### config.mk
export PLATFORM = sky130hd
export DESIGN_NAME = wdp_ctrl
export DESIGN_NICKNAME = d
export VERILOG_FILES = /design/src/rtl/core/wdp_pkg.sv /design/src/rtl/core/wdp_ctrl.sv
export SDC_FILE = /design/constraint.sdc
export NUM_CORES = 1
export LEC_CHECK = 0
export ABC_AREA = 1
export BUFFER_PORTS_ARGS = -buffer_cell sky130_fd_sc_hd__clkbuf_2
export CAP_MARGIN = 20
export CORE_MARGIN = 2
export CORE_UTILIZATION = 43
export DETAILED_ROUTE_END_ITERATION = 8
export PLACE_DENSITY = 0.77
export SLEW_MARGIN = 20
export SYNTH_ARGS = -nofsm -noshare
export SYNTH_HDL_FRONTEND = slang
export SYNTH_SLANG_ARGS = --single-unit
### constraint.sdc
create_clock -name clk -period 1.6 [get_ports clk]
set_input_delay 0.32 -clock clk [delete_from_list [all_inputs] [get_ports clk]]
set_output_delay 0.32 -clock clk [all_outputs]
set_load 0.02 [all_outputs]
### src/rtl/core/wdp_pkg.sv
`timescale 1ns / 1ps

package wdp_pkg;

  // Width of the total weight register, which is used as n.
  localparam int TOTAL_WEIGHT_BITS = 28;

  // Configuration register indexes.
  localparam logic CFG_WEIGHT_ENABLE = 1'b0;
  localparam logic CFG_TOTAL_WEIGHT  = 1'b1;

  // Result status codes.
  localparam logic [1:0] STATUS_OK     = 2'd0;
  localparam logic [1:0] STATUS_X_FLAT = 2'd1;
  localparam logic [1:0] STATUS_Y_FLAT = 2'd2;

  // Fixed-point limits of the outputs.
  localparam logic [30:0] PEARSON_ONE = 31'h4000_0000;
  localparam logic [31:0] SLOPE_MAX   = 32'h7FFF_FFFF;
  localparam logic [31:0] SLOPE_MIN   = 32'h8000_0000;

  typedef enum logic [3:0] {
    ST_ACC,
    ST_DRAIN,
    ST_MUL_LOAD,
    ST_MUL_RUN,
    ST_MUL_STORE,
    ST_DIFF,
    ST_DIV_LOAD,
    ST_DIV_RUN,
    ST_SQRT_LOAD,
    ST_SQRT_ADD,
    ST_SQRT_CMP,
    ST_FINISH
  } state_t;

  // Products formed by the shared serial multiplier, in the order they are taken.
  typedef enum logic [2:0] {
    PROD_N_SXX,
    PROD_SX_SX,
    PROD_N_SYY,
    PROD_SY_SY,
    PROD_N_SXY,
    PROD_SX_SY,
    PROD_DXX_DYY,
    PROD_NUM_NUM
  } prod_sel_t;

  typedef struct packed {
    logic      mul_load;
    logic      mul_step;
    logic      mul_store;
    logic      diff;
    logic      div_load;
    logic      div_step;
    logic      sqrt_load;
    logic      sqrt_add;
    logic      sqrt_cmp;
    logic      out_load;
    prod_sel_t sel;
  } cmd_t;

  typedef struct packed {
    logic cnt_zero;
    logic x_bad;
    logic y_bad;
    logic out_busy;
  } status_t;

endpackage

### src/rtl/core/wdp_ctrl.sv
`timescale 1ns / 1ps

module wdp_ctrl (
  input  logic             clk,
  input  logic             rst,
  input  logic             in_valid,
  input  logic             in_last,
  output logic             in_ready,
  input  wdp_pkg::status_t sts,
  output wdp_pkg::cmd_t    cmd
);

  wdp_pkg::state_t    state;
  wdp_pkg::state_t    state_next;
  wdp_pkg::prod_sel_t sel;
  wdp_pkg::prod_sel_t sel_next;

  always_ff @(posedge clk) begin
    if (rst) begin
      state <= wdp_pkg::ST_ACC;
      sel   <= wdp_pkg::PROD_N_SXX;
    end else begin
      state <= state_next;
      sel   <= sel_next;
    end
  end

  always_comb begin
    state_next = state;
    sel_next   = sel;
    case (state)
      wdp_pkg::ST_ACC: begin
        sel_next = wdp_pkg::PROD_N_SXX;
        if (in_valid && in_last) begin
          state_next = wdp_pkg::ST_DRAIN;
        end
      end
      // The drain state lets the final beat reach the sums.
      wdp_pkg::ST_DRAIN:     state_next = wdp_pkg::ST_MUL_LOAD;
      wdp_pkg::ST_MUL_LOAD:  state_next = wdp_pkg::ST_MUL_RUN;
      wdp_pkg::ST_MUL_RUN: begin
        if (sts.cnt_zero) begin
          state_next = wdp_pkg::ST_MUL_STORE;
        end
      end
      wdp_pkg::ST_MUL_STORE: begin
        case (sel)
          wdp_pkg::PROD_SX_SX, wdp_pkg::PROD_SY_SY, wdp_pkg::PROD_SX_SY: begin
            state_next = wdp_pkg::ST_DIFF;
          end
          wdp_pkg::PROD_NUM_NUM: begin
            state_next = wdp_pkg::ST_SQRT_LOAD;
          end
          default: begin
            sel_next   = wdp_pkg::prod_sel_t'(sel + 3'd1);
            state_next = wdp_pkg::ST_MUL_LOAD;
          end
        endcase
      end
      wdp_pkg::ST_DIFF: begin
        if (sel == wdp_pkg::PROD_SX_SY) begin
          state_next = sts.x_bad ? wdp_pkg::ST_FINISH : wdp_pkg::ST_DIV_LOAD;
        end else begin
          sel_next   = wdp_pkg::prod_sel_t'(sel + 3'd1);
          state_next = wdp_pkg::ST_MUL_LOAD;
        end
      end
      wdp_pkg::ST_DIV_LOAD:  state_next = wdp_pkg::ST_DIV_RUN;
      wdp_pkg::ST_DIV_RUN: begin
        if (sts.cnt_zero) begin
          if (sts.y_bad) begin
            state_next = wdp_pkg::ST_FINISH;
          end else begin
            sel_next   = wdp_pkg::PROD_DXX_DYY;
            state_next = wdp_pkg::ST_MUL_LOAD;
          end
        end
      end
      wdp_pkg::ST_SQRT_LOAD: state_next = wdp_pkg::ST_SQRT_ADD;
      wdp_pkg::ST_SQRT_ADD:  state_next = wdp_pkg::ST_SQRT_CMP;
      wdp_pkg::ST_SQRT_CMP: begin
        state_next = sts.cnt_zero ? wdp_pkg::ST_FINISH : wdp_pkg::ST_SQRT_ADD;
      end
      wdp_pkg::ST_FINISH: begin
        if (!sts.out_busy) begin
          state_next = wdp_pkg::ST_ACC;
        end
      end
      default: state_next = wdp_pkg::ST_ACC;
    endcase
  end

  always_comb begin
    cmd      = '0;
    cmd.sel  = sel;
    in_ready = 1'b0;
    case (state)
      wdp_pkg::ST_ACC:       in_ready      = 1'b1;
      wdp_pkg::ST_MUL_LOAD:  cmd.mul_load  = 1'b1;
      wdp_pkg::ST_MUL_RUN:   cmd.mul_step  = 1'b1;
      wdp_pkg::ST_MUL_STORE: cmd.mul_store = 1'b1;
      wdp_pkg::ST_DIFF:      cmd.diff      = 1'b1;
      wdp_pkg::ST_DIV_LOAD:  cmd.div_load  = 1'b1;
      wdp_pkg::ST_DIV_RUN:   cmd.div_step  = 1'b1;
      wdp_pkg::ST_SQRT_LOAD: cmd.sqrt_load = 1'b1;
      wdp_pkg::ST_SQRT_ADD:  cmd.sqrt_add  = 1'b1;
      wdp_pkg::ST_SQRT_CMP:  cmd.sqrt_cmp  = 1'b1;
      wdp_pkg::ST_FINISH:    cmd.out_load  = !sts.out_busy;
      default: ;
    endcase
  end

endmodule

==> flow_metrics.tcl <==
set metrics [dict create \
    avgViaCountPerCell 5.05 \
    worstPathRequired_ns 1.28 \
    max_slew_margin 0.810 \
    grt_pass1_vias 710 \
    grt_pass1_wl_mm 2.93 \
    htree_num_levels 1 \
    post_cts_buffers 0 \
    slew_violations 0 \
    clock_skew_ns 0.00510 \
    rrSetupSlack_ns 0.15 \
    area_growth_pct 25.7 \
    mostFrequentLayoutCell "nand2_1" \
    fin_nets 167 \
    cap_violations 0 \
    status "complete, no violations" \
    synth_area_um2 687 \
    clock-root-buffer "clkbuf_4" \
    cts_buffer_depth 2 \
    grt_antenna_before_repair 0 \
    cts_hold_buffers 0 \
    ir_drop_mv 0.657 \
    grt_usage 0.200 \
    rsz0062_at_grt "false" \
    drt-initial-drc-count 23 \
    fin_crit_ns 1.56 \
    p_per_area_nw_per_um2 1350 \
    seq_area_um2 145 \
    synth.distinct_cells 15 \
    finalInstanceArea_um2 863 \
    holdWs_ns 0.292 \
    cts_tree "done" \
    synth-seq-cells 7 \
    hold_path.class "in -> reg" \
    finalSetupViolCount 0 \
    path_clk_slew_ns 0.05 \
    numCtsBuffers 3 \
    core_area_um2 1510 \
    synthCells 127 \
    initial_core_util 0.456 \
    wirelength_mm 1.79 \
    dpl_cell_area_um2 820 \
    route.vias.total 853 \
    die_height_um 44.0 \
    drtPass1Iterations 4 \
    wl_per_cell_um 10.6 \
    die_area_um2 1930 \
    fill_cells 157 \
    mostFrequentLayoutCells "nand2_1 (41), nor2_1 (27), clkbuf_2 (20)" \
    grt_start_max_net_pins 8 \
    tightestPinTransition_ns 0.284 \
    ys_seq_area_frac 0.204 \
    clock_latency_ns 0.24 \
    antenna_left 0 \
    total_leakage_power_uw 0.000497 \
    yosysWarnings 0 \
    syn_area_per_cell_um2 5.41 \
    drc 0 \
    io_buffer_count 21 \
    n_antenna_cell 0 \
    multi_input_area_um2 495 \
    drive_above_1_share 0.281 \
    crit_path_end_kind "output port" \
    post-place-ws_ns 0.140 \
    fin_setup_tns_ns 0 \
    worst-path-max-fanout 4 \
    io_pins 22 \
    hold_viol 0 \
    layout_setup_ws_ns 0.0424 \
    worstPathArrival_ns 1.24 \
    clkSinkCount 7 \
    worstSetupPathType "reg -> out" \
    dp_hpwl_mm 1.52 \
    overflow 0 \
    postSynthNetCount 140 \
    finalCritPeriodShare 0.974 \
    die_w_um 44.0 \
    max_freq_ghz 0.642 \
    critPathLaunchType "register" \
    gp_congestion 0.880 \
    rows 14 \
]
[flip-flops by register name, indices dropped and copies added (netlist names)]
name / cells
state: 4
sel: 3
[metrics by stage]
stage / cells / util / power [µW]
5_1_grt: 169 / 0.573 / 1290
4_1_cts: 169 / 0.564 / 1150
6_report: 169 / 0.573 / 1160
2_1_floorplan: 127 / - / 786
3_5_place_dp: 165 / 0.544 / 991
3_3_place_gp: 165 / 0.544 / 970
[critical path, cell delays in order (launching register included)]
cell and delay [ns]:
dfxtp_1 0.45, nand2_2 0.13, nor2_1 0.21, clkbuf_2 0.21
[repair_timing]
item | 4_1_cts | 5_1_grt
setup endpoints to repair | 2 | 10
pin swaps | 0 | 1
gates resized for setup | 2 | 9
[cells by family (layout without fill, tap and decap cells)]
kind of cell | count (synthesis) | count (layout) | synth area share
simple gates | 88 | 88 | 0.539
buf+inv | 17 | 43 | 0.0929
compound gates | 10 | 10 | 0.0728
fa+ha+maj | 5 | 5 | 0.0911
flops | 7 | 7 | 0.204
[cells in the mapped netlist]
| library cell | count | area (µm²) |
|---|---|---|
| nand3_1 | 8 | 40.0 |
| nor3_1 | 2 | 10.0 |
| nand2_1 | 42 | 158 |
| dfxtp_1 | 7 | 140 |
| o21ai_0 | 3 | 15.0 |
| inv_2 | 3 | 11.3 |
| nor2_4 | 2 | 22.5 |
| a21oi_1 | 6 | 30.0 |
| nand4_1 | 1 | 6.26 |
| ha_1 | 5 | 62.6 |
| inv_1 | 14 | 52.6 |
| o21ai_1 | 1 | 5.00 |
| nand2_2 | 2 | 12.5 |
| nor2_1 | 29 | 109 |
| nor2_2 | 2 | 12.5 |
[metal layers]
metal | part of all wire | wire length [µm] | vias up | GRT usage
met5 | 0 | 0 | - | 0
li1 | - | - | 442 | -
met4 | 0.0039 | 7 | 0 | 0.0364
met3 | 0.063 | 112 | 2 | 0.0250
met2 | 0.48 | 853 | 33 | 0.332
met1 | 0.46 | 817 | 376 | 0.279
[final timing paths]
path / start / to / depth (start not counted)
setup / recovery: state[2] / cmd[10] / 3
hold reg to reg: sel[2] / sel[2] / 2
hold / removal: rst / state[3] / 2
setup reg to reg: state[2] / sel[0] / 9
[area by class of cell]
cell class                      instances  share of cell area
Clock buffer                            4              0.0304
Inverter                               17              0.0739
Multi-Input combinational cell        103               0.574
Sequential cell                         7               0.168
Tap cell                               16              0.0232
Timing Repair Buffer                   22               0.130
[where the power goes]
group          switching (µW)  leakage [µW]  internal [µW]
Combinational             472      0.000423            239
Clock                    61.7     0.0000150           94.9
Sequential               68.7     0.0000584            229
Total                     603      0.000497            562
Note: power is estimated with default switching activity, not from simulation.
